`src/rtl/pfs_pkg.sv`:
```
`default_nettype none

package pfs_pkg;

	localparam logic       OP_CLEAR       = 1'b0;
	localparam logic       OP_PACKET      = 1'b1;

	localparam logic [1:0] DIR_UP         = 2'd0;
	localparam logic [1:0] DIR_DOWN       = 2'd1;

	localparam logic [15:0] ETHERTYPE_IPV4  = 16'h0800;
	localparam logic [7:0]  PROTO_TCP       = 8'd6;
	localparam logic [7:0]  IHL_MASK        = 8'h0F;
	localparam logic [15:0] ETHER_HDR_BYTES = 16'd14;
	localparam logic [15:0] TCP_HDR_BYTES   = 16'd20;
	localparam logic [15:0] MEAN_MAX        = 16'hFFFF;
	localparam logic [15:0] MIN_LEN_RESET   = 16'hFFFF;

	typedef struct packed {
		logic        opcode;
		logic [63:0] timestamp;
		logic [1:0]  direction;
		logic [15:0] packet_length;
		logic [15:0] segment_length;
		logic [15:0] frame_type;
		logic [7:0]  ip_protocol;
		logic [7:0]  ip_ver_len;
		logic [7:0]  tcp_flag_bits;
		logic [15:0] tcp_window;
	} in_t;

	typedef struct packed {
		logic [63:0] total_packets;
		logic [63:0] total_bytes;
		logic [63:0] up_packet_count;
		logic [63:0] up_byte_count;
		logic [63:0] down_packet_count;
		logic [63:0] down_byte_count;
		logic [15:0] smallest_length;
		logic [15:0] largest_length;
		logic [15:0] mean_length;
		logic [7:0]  flags_seen;
		logic [15:0] largest_window;
		logic [63:0] elapsed_cycles;
	} out_t;

endpackage

`default_nettype wire

```
`src/rtl/pfs_divider.sv`:
```
`default_nettype none

module pfs_divider (
	input  wire logic        clk,
	input  wire logic        arst_n,
	input  wire logic        start,
	input  wire logic [63:0] dividend,
	input  wire logic [63:0] divisor,
	output logic             done,
	output logic [15:0]      quotient
);
	import pfs_pkg::*;

	logic        running_q;
	logic [5:0]  cnt_q;
	logic        done_q;
	logic [63:0] rem_q;
	logic [63:0] quo_q;
	logic [63:0] div_q;
	logic [64:0] shifted;
	logic [64:0] diff;

	// one quotient bit per cycle, restoring
	assign shifted = {rem_q, quo_q[63]};
	assign diff    = shifted - {1'b0, div_q};

	always_ff @(posedge clk or negedge arst_n) begin
		if (!arst_n) begin
			running_q <= 1'b0;
			cnt_q     <= '0;
			done_q    <= 1'b0;
		end else begin
			done_q <= !start && running_q && (cnt_q == 6'd63);
			if (start) begin
				running_q <= 1'b1;
				cnt_q     <= '0;
			end else if (running_q) begin
				cnt_q <= cnt_q + 6'd1;
				if (cnt_q == 6'd63) begin
					running_q <= 1'b0;
				end
			end
		end
	end

	always_ff @(posedge clk) begin
		if (start) begin
			rem_q <= '0;
			quo_q <= dividend;
			div_q <= divisor;
		end else if (running_q) begin
			if (!diff[64]) begin
				rem_q <= diff[63:0];
				quo_q <= {quo_q[62:0], 1'b1};
			end else begin
				rem_q <= shifted[63:0];
				quo_q <= {quo_q[62:0], 1'b0};
			end
		end
	end

	assign done     = done_q;
	assign quotient = (|quo_q[63:16]) ? MEAN_MAX : quo_q[15:0];

endmodule

`default_nettype wire

```
`src/rtl/packet_flow_statistics_unit.sv`:
```
`default_nettype none

// Statistics for one flow. Each item is a clear (zeroes the counters and
// stamps first-seen and last-seen) or one packet to account; every item gives
// one result, a snapshot of all statistics after the item. The block takes
// one item at a time. A clear goes from the accept straight to handing the
// result over; a packet passes through the accept, five steps of one shared
// 64-bit adder over the four counter updates and the elapsed time, a divider
// start, a bit-serial divider that forms the mean length, the capture of the
// quotient and the hand-over of the result. A finished result is held in an
// output register, so the next item may be accepted while the result still
// waits to be taken; a stall on the result side only adds cycles when a
// result is still waiting as the next one finishes.
module packet_flow_statistics_unit (
	input  wire logic          clk,
	input  wire logic          arst_n,
	input  wire logic          item_valid,
	output logic               item_stall,
	input  wire pfs_pkg::in_t  item,
	output logic               result_valid,
	input  wire logic          result_stall,
	output pfs_pkg::out_t      result
);
	import pfs_pkg::*;

	localparam logic [2:0] ST_IDLE  = 3'd0;
	localparam logic [2:0] ST_ADD   = 3'd1;
	localparam logic [2:0] ST_DIV   = 3'd2;
	localparam logic [2:0] ST_WAIT  = 3'd3;
	localparam logic [2:0] ST_DONE  = 3'd4;

	localparam logic [2:0] STEP_PKT     = 3'd0;
	localparam logic [2:0] STEP_BYTES   = 3'd1;
	localparam logic [2:0] STEP_DIR_PKT = 3'd2;
	localparam logic [2:0] STEP_DIR_BYT = 3'd3;
	localparam logic [2:0] STEP_ELAPSED = 3'd4;

	logic [2:0]  state_q;
	logic [2:0]  step_q;
	logic        result_valid_q;
	out_t        result_q;

	logic [63:0] packets_q;
	logic [63:0] bytes_q;
	logic [63:0] up_packets_q;
	logic [63:0] up_bytes_q;
	logic [63:0] down_packets_q;
	logic [63:0] down_bytes_q;
	logic [15:0] min_len_q;
	logic [15:0] max_len_q;
	logic [7:0]  flags_q;
	logic [15:0] window_q;
	logic [63:0] first_seen_q;
	logic [63:0] last_seen_q;
	logic [63:0] elapsed_q;
	logic [15:0] mean_q;
	logic [1:0]  dir_q;
	logic [15:0] plen_q;

	logic        accept;
	logic        result_free;
	logic        tcp_ok;
	logic [15:0] need_bytes;
	logic [63:0] add_a;
	logic [63:0] add_b;
	logic        add_cin;
	logic [63:0] add_sum;
	logic        div_start;
	logic        div_done;
	logic [15:0] div_quotient;

	assign accept       = item_valid && !item_stall;
	assign item_stall   = (state_q != ST_IDLE);
	assign result_free  = !result_valid_q || !result_stall;

	assign need_bytes = ETHER_HDR_BYTES + {6'd0, (item.ip_ver_len & IHL_MASK), 2'b00}
		+ TCP_HDR_BYTES;
	assign tcp_ok = (item.frame_type == ETHERTYPE_IPV4) && (item.ip_protocol == PROTO_TCP)
		&& (item.segment_length >= need_bytes);

	// shared adder operand select
	always_comb begin
		add_a   = packets_q;
		add_b   = 64'd1;
		add_cin = 1'b0;
		case (step_q)
			STEP_PKT: begin
				add_a = packets_q;
				add_b = 64'd1;
			end
			STEP_BYTES: begin
				add_a = bytes_q;
				add_b = {48'd0, plen_q};
			end
			STEP_DIR_PKT: begin
				add_a = (dir_q == DIR_UP) ? up_packets_q : down_packets_q;
				add_b = 64'd1;
			end
			STEP_DIR_BYT: begin
				add_a = (dir_q == DIR_UP) ? up_bytes_q : down_bytes_q;
				add_b = {48'd0, plen_q};
			end
			STEP_ELAPSED: begin
				add_a   = last_seen_q;
				add_b   = ~first_seen_q;
				add_cin = 1'b1;
			end
			default: begin
				add_a = packets_q;
				add_b = 64'd1;
			end
		endcase
	end

	assign add_sum = add_a + add_b + {63'd0, add_cin};

	assign div_start = (state_q == ST_DIV);

	pfs_divider u_div (
		.clk      (clk),
		.arst_n   (arst_n),
		.start    (div_start),
		.dividend (bytes_q),
		.divisor  (packets_q),
		.done     (div_done),
		.quotient (div_quotient)
	);

	always_ff @(posedge clk or negedge arst_n) begin
		if (!arst_n) begin
			result_valid_q <= 1'b0;
		end else if ((state_q == ST_DONE) && result_free) begin
			result_valid_q <= 1'b1;
		end else if (!result_stall) begin
			result_valid_q <= 1'b0;
		end
	end

	always_ff @(posedge clk or negedge arst_n) begin
		if (!arst_n) begin
			state_q        <= ST_IDLE;
			step_q         <= STEP_PKT;
			packets_q      <= '0;
			bytes_q        <= '0;
			up_packets_q   <= '0;
			up_bytes_q     <= '0;
			down_packets_q <= '0;
			down_bytes_q   <= '0;
			min_len_q      <= MIN_LEN_RESET;
			max_len_q      <= '0;
			flags_q        <= '0;
			window_q       <= '0;
			first_seen_q   <= '0;
			last_seen_q    <= '0;
			elapsed_q      <= '0;
			mean_q         <= '0;
		end else begin
			case (state_q)
				ST_IDLE: begin
					if (accept) begin
						last_seen_q <= item.timestamp;
						if (item.opcode == OP_CLEAR) begin
							packets_q      <= '0;
							bytes_q        <= '0;
							up_packets_q   <= '0;
							up_bytes_q     <= '0;
							down_packets_q <= '0;
							down_bytes_q   <= '0;
							min_len_q      <= MIN_LEN_RESET;
							max_len_q      <= '0;
							flags_q        <= '0;
							window_q       <= '0;
							first_seen_q   <= item.timestamp;
							elapsed_q      <= '0;
							mean_q         <= '0;
							state_q        <= ST_DONE;
						end else begin
							if (item.packet_length < min_len_q) begin
								min_len_q <= item.packet_length;
							end
							if (item.packet_length > max_len_q) begin
								max_len_q <= item.packet_length;
							end
							if (tcp_ok) begin
								flags_q <= flags_q | item.tcp_flag_bits;
								if (item.tcp_window > window_q) begin
									window_q <= item.tcp_window;
								end
							end
							step_q  <= STEP_PKT;
							state_q <= ST_ADD;
						end
					end
				end
				ST_ADD: begin
					step_q <= step_q + 3'd1;
					case (step_q)
						STEP_PKT: begin
							packets_q <= add_sum;
						end
						STEP_BYTES: begin
							bytes_q <= add_sum;
						end
						STEP_DIR_PKT: begin
							if (dir_q == DIR_UP) begin
								up_packets_q <= add_sum;
							end else if (dir_q == DIR_DOWN) begin
								down_packets_q <= add_sum;
							end
						end
						STEP_DIR_BYT: begin
							if (dir_q == DIR_UP) begin
								up_bytes_q <= add_sum;
							end else if (dir_q == DIR_DOWN) begin
								down_bytes_q <= add_sum;
							end
						end
						STEP_ELAPSED: begin
							elapsed_q <= add_sum;
							if (packets_q == 64'd0) begin
								mean_q  <= '0;
								state_q <= ST_DONE;
							end else begin
								state_q <= ST_DIV;
							end
						end
						default: begin
							state_q <= ST_DONE;
						end
					endcase
				end
				ST_DIV: begin
					state_q <= ST_WAIT;
				end
				ST_WAIT: begin
					if (div_done) begin
						mean_q  <= div_quotient;
						state_q <= ST_DONE;
					end
				end
				ST_DONE: begin
					if (result_free) begin
						state_q <= ST_IDLE;
					end
				end
				default: begin
					state_q <= ST_IDLE;
				end
			endcase
		end
	end

	always_ff @(posedge clk) begin
		if (accept) begin
			dir_q  <= item.direction;
			plen_q <= item.packet_length;
		end
		if ((state_q == ST_DONE) && result_free) begin
			result_q.total_packets     <= packets_q;
			result_q.total_bytes       <= bytes_q;
			result_q.up_packet_count   <= up_packets_q;
			result_q.up_byte_count     <= up_bytes_q;
			result_q.down_packet_count <= down_packets_q;
			result_q.down_byte_count   <= down_bytes_q;
			result_q.smallest_length   <= (packets_q == 64'd0) ? 16'd0 : min_len_q;
			result_q.largest_length    <= max_len_q;
			result_q.mean_length       <= mean_q;
			result_q.flags_seen        <= flags_q;
			result_q.largest_window    <= window_q;
			result_q.elapsed_cycles    <= elapsed_q;
		end
	end

	assign result_valid = result_valid_q;
	assign result       = result_q;

endmodule

`default_nettype wire

```
`config.mk`:
```
export PLATFORM = sky130hd
export DESIGN_NAME = packet_flow_statistics_unit
export DESIGN_NICKNAME = d
export VERILOG_FILES = /design/src/rtl/pfs_pkg.sv /design/src/rtl/pfs_divider.sv /design/src/rtl/packet_flow_statistics_unit.sv
export SDC_FILE = /design/constraint.sdc
export NUM_CORES = 2
export LEC_CHECK = 0
export BUFFER_PORTS_ARGS = -buffer_cell sky130_fd_sc_hd__buf_2
export CAP_MARGIN = 20
export CORE_MARGIN = 2
export CORE_UTILIZATION = 59
export CTS_CLUSTER_SIZE = 8
export DETAILED_ROUTE_END_ITERATION = 16
export PLACE_DENSITY_LB_ADDON = 0.1
export SYNTH_ARGS = -nofsm -noshare
export SYNTH_HDL_FRONTEND = slang
export SYNTH_SLANG_ARGS = --single-unit
```
`constraint.sdc`:
```
create_clock -name clk -period 36.9 [get_ports clk]
set_input_delay 0 -clock clk [delete_from_list [all_inputs] [get_ports clk]]
set_output_delay 0 -clock clk [all_outputs]
set_load 0.005 [all_outputs]
```
==> qor.yml <==
power_and_ir_drop:
  combPwrFrac_pct: 1.7
  vdd_ir_drop_max_uv: 42.5
  p_int_w: 0.00263
  pwr-share-clk_pct: 49.9
  seq_power_share_pct: 48.4
  power.switching_w: 0.000711
  switching_share_pct: 21.3
  p_leak_nw: 30.6
  powerDensity_mw_per_mm2: 45.6
global_route:
  met3_usage_pct: 9.48
  grt_first_pass_wirelength_mm: 299
  gr-total-overflow: 0
  met1_usage_pct: 51.1
  antenna_found_initial: 24
  grtUsageMet2_pct: 58.1
  busiest_layer: "met2"
  grt_pass1_vias: 47359
  track_usage_pct: 37.5
  grt_max_degree: 164
die:
  core-area_mm2: 0.102
  die_w_um: 326
  rows: 117
  start_util_pct: 59.7
  die_h_um: 326
  ioPinCount: 681
  die-area_mm2: 0.106
sta:
  setup_viol: 0
  report.final.hold_viol_count: 0
  rsz0062_at_grt: "no"
  max_slew.worst_pin.slew_ns: 1.17
  maxSlewViolCount: 0
  fin_crit_sh_pct: 19.9
  finalCriticalPeriod_ns: 7.33
  clock.fmax_mhz: 136
  fin_skew_ns: 0.0276
  slew_headroom_pct: 21.0
  setup_tns_ns: 0
clock_tree:
  cts_resized: 0
  clock_latency_ns: 0.80
  clk_pin_slew_ns: 0.05
  htree_levels: 4
  clkSinkCount: 1393
  cts_tree: "done"
  cts_setup_buffers: 0
  clockBufferDepth: 3
  clock-root-buffer: "clkbuf_16"
  cts_made_buffers: 192
logic_synthesis:
  synthSimpleGateAreaFrac_pct: 12.8
  synthXorXnorAreaFrac_pct: 1.75
  synth_cells: 5600
  synth_top_family_by_area: "compound AO/OA/AOI/OAI gates"
  synth_cell_types: 94
  synth_compound_area_share_pct: 14.0
  synthFlopType: "edfxtp_1"
  synth.yosys.seq_area_share_pct: 62.1
  synth_edf_count: 666
  synth-async-reset-ratio_pct: 47.6
  muxShareOfSynthArea_pct: 2.50
  ys_warn_count: 0
  syn_area_mm2: 0.0610
  synth_fa_ha_area_share_pct: 3.87
  synth.avg_cell_area_um2: 10.9
  synth_nets: 5946
  synth-seq-cells: 1393
final_layout:
  instances_no_fill: 7963
  layout-drive-gt1-share_pct: 16.7
  final_nets: 6762
  area_growth_pct: 20.2
placement:
  port_buffers: 675
  gp_congestion: 0.956
  placed_cells: 7396
  dp_hpwl_mm: 136
worst_setup_path:
  critPathTopFamily: "compound AO/OA/AOI/OAI gates"
  critPathBufInv: 4
  cp.required_ns: 37.62
  end_kind: "flop"
  worst_setup_path_start_kind: "flop"
  max_stage_delay_ns: 0.81
  cp_cell_sequence: "inv_1, ha_1, and2_4, clkinv_2, o21ai_4, buf_12, o211ai_1, o21ai_0, fa_1, inv_1, fa_1, a211oi_1, o21ai_1, o31ai_2, o31ai_4, a31o_2, a211oi_4, o21ai_2, a21oi_1, o31ai_1, xor2_1, a22o_1"
  crit_type: "flop to flop"
  regToRegStartpoint: "step_q[0]"
  crit_start: "step_q[0]"
  worstPathArrival_ns: 8.05
  cp_slowest_cell: "and2_4"
  worstPathMaxFanout: 128
routing:
  drtIter0Drc: 5270
  antenna_left: 0
  via_per_inst: 6.07
  vias: 48328
  wl_mm: 201
  wl_per_cell_um: 25.3
  post-route-drc-count: 0
  first_pass_iters: 5
min_path:
  hold_path_class: "input pin to flop"
  hold_start: "item[134]"
outcome:
  status: "complete, no violations"
job:
  cap_viol_max_count: 0
==> path summary, 6_finish.rpt <==
path                                    end  slack, ns  depth (start not counted)
setup / recovery           up_packets_q[56]      29.57                         22
hold / removal             first_seen_q[44]       0.03                          3
setup reg to reg           up_packets_q[56]      29.57                         22
hold reg to reg                  result[32]       0.44                          0
max in group asynchronous  up_packets_q[28]      34.18                          7
min in group asynchronous      min_len_q[9]       0.48                          3
==> per-stage QoR <==
stage	instance area [µm²]	power (W)	hold slack, ns	setup WS, ns	utilization [%]
after CTS	73200	0.00335	0.000668	29.55	71.6
final	73300	0.00334	0.0290	29.57	71.8
after floorplan	61000	0.00165	-0.296	9.65	-
after detailed placement	65600	0.00168	0.143	29.61	64.2
after global routing	73300	0.00342	0.0202	29.18	71.7
after global placement	65600	0.00168	0.139	29.75	64.2
==> metal layers <==
metal / vias up / part of all wire, %
met5: - / 0.028
met4: 8 / 4.1
met3: 453 / 10
met2: 2633 / 46
met1: 23666 / 40
li1: 21568 / -
==> sequential cells by signal, summed over array words and instances, names as in the netlist, 2 cells and up <==
signal          count
dir_q               2
up_packets_q       64
step_q              3
first_seen_q       64
down_bytes_q       64
u_div.cnt_q         6
up_bytes_q         64
window_q           16
result            520
state_q             3
mean_q             16
bytes_q            64
plen_q             16
packets_q          64
min_len_q          16
elapsed_q          64
down_packets_q     64
last_seen_q        64
u_div.quo_q        64
u_div.div_q        64
u_div.rem_q        64
max_len_q          16
flags_q             8
==> worst register-to-register path, delay by kind of cell (launching register included) <==
kind                       cells  cell delay [ns]
AOI/OAI and AO/OA             13             3.61
buffers and inverters          4             0.89
adders and majority gates      3             0.85
and+or+nand+nor                1             0.81
xor gates and xnor gates       1             0.69
DFF                            1             0.42
==> logic make-up (layout without fill, tap and decap cells) <==
logic type / after synthesis / after routing
XOR/XNOR: 119 / 119
multiplexers: 144 / 144
adder cells (fa/ha/maj): 187 / 187
flip-flops: 1393 / 1393
other: 0 / 12
buffers and inverters: 473 / 1456
AO/OA/AOI/OAI: 1380 / 1380
AND/OR/NAND/NOR: 1904 / 1904
==> synth_stat cells, types with 16 or more instances <==
| library cell | number | area share (%) |
|---|---|---|
| a22o_1 | 66 | 0.95 |
| inv_1 | 164 | 1.0 |
| dfrtp_1 | 647 | 27 |
| nand3_1 | 38 | 0.31 |
| nand4_1 | 51 | 0.52 |
| nor2_1 | 253 | 1.6 |
| nor4_1 | 37 | 0.38 |
| mux2i_1 | 78 | 1.3 |
| nor3_1 | 31 | 0.25 |
| a31oi_1 | 81 | 0.83 |
| xor2_1 | 37 | 0.53 |
| dfstp_2 | 16 | 0.69 |
| a221oi_1 | 67 | 0.96 |
| o31ai_1 | 45 | 0.55 |
| dfxtp_1 | 64 | 2.1 |
| mux2_2 | 65 | 1.2 |
| nand2_1 | 1377 | 8.5 |
| nor2b_1 | 26 | 0.27 |
| o21a_1 | 25 | 0.31 |
| and3_1 | 17 | 0.17 |
| o211ai_1 | 23 | 0.28 |
| o21ai_0 | 552 | 4.5 |
| o22ai_1 | 28 | 0.29 |
| edfxtp_1 | 666 | 33 |
| buf_1 | 24 | 0.15 |
| clkbuf_1 | 268 | 1.6 |
| xnor2_1 | 79 | 1.1 |
| nand2b_1 | 19 | 0.19 |
| o21bai_1 | 24 | 0.30 |
| a21oi_1 | 285 | 2.3 |
| ha_1 | 184 | 3.8 |
| a21o_1 | 77 | 0.95 |
==> power groups by stage <==
stage | Clock (W) | Combinational (W) | Sequential, W
after floorplan | 0 | 0.00000646 | 0.00165
after global placement | 0 | 0.0000369 | 0.00165
after detailed placement | 0 | 0.0000376 | 0.00165
after CTS | 0.00168 | 0.0000544 | 0.00162
after global routing | 0.00174 | 0.0000603 | 0.00162
final | 0.00167 | 0.0000552 | 0.00162
==> placed cells by master, fill, tap and decap left out, types with 16 or more instances in the layout <==
cell	n
mux2i_1	78
nand3_1	38
dfrtp_1	646
nor3_1	30
o21bai_1	24
xnor2_1	79
edfxtp_1	666
o22ai_1	28
buf_4	56
nand4_1	51
nand2b_1	19
clkbuf_16	194
xor2_1	37
o31ai_1	45
a21o_1	77
mux2_2	65
a21oi_1	284
o21ai_0	548
and3_1	17
a221oi_1	67
dlygate4sd3_1	188
o211ai_1	23
nor2_1	248
nor4_1	36
o21a_1	25
dfstp_2	16
buf_2	676
nor2b_1	25
inv_1	162
dfxtp_1	64
nand2_1	1375
a22o_1	66
clkbuf_1	153
a31oi_1	81
ha_1	183
==> layout make-up <==
| class | instances | area (µm²) |
|---|---|---|
| fillers | 7392 | 28900 |
| clock inverters | 14 | 246 |
| well taps | 1368 | 1710 |
| diodes | 12 | 30.0 |
| flip-flops and latches | 1393 | 37900 |
| repair buffers | 929 | 5890 |
| clock buffers | 347 | 5430 |
| multi-input cells | 3734 | 21500 |
| inverters | 166 | 636 |
==> what timing repair did <==
action,4_1_cts,5_1_grt
hold buffers,189,0
endpoints found under the setup margin,0,0
hold endpoints to repair,322,0
Power figures use the tool's default switching activity.
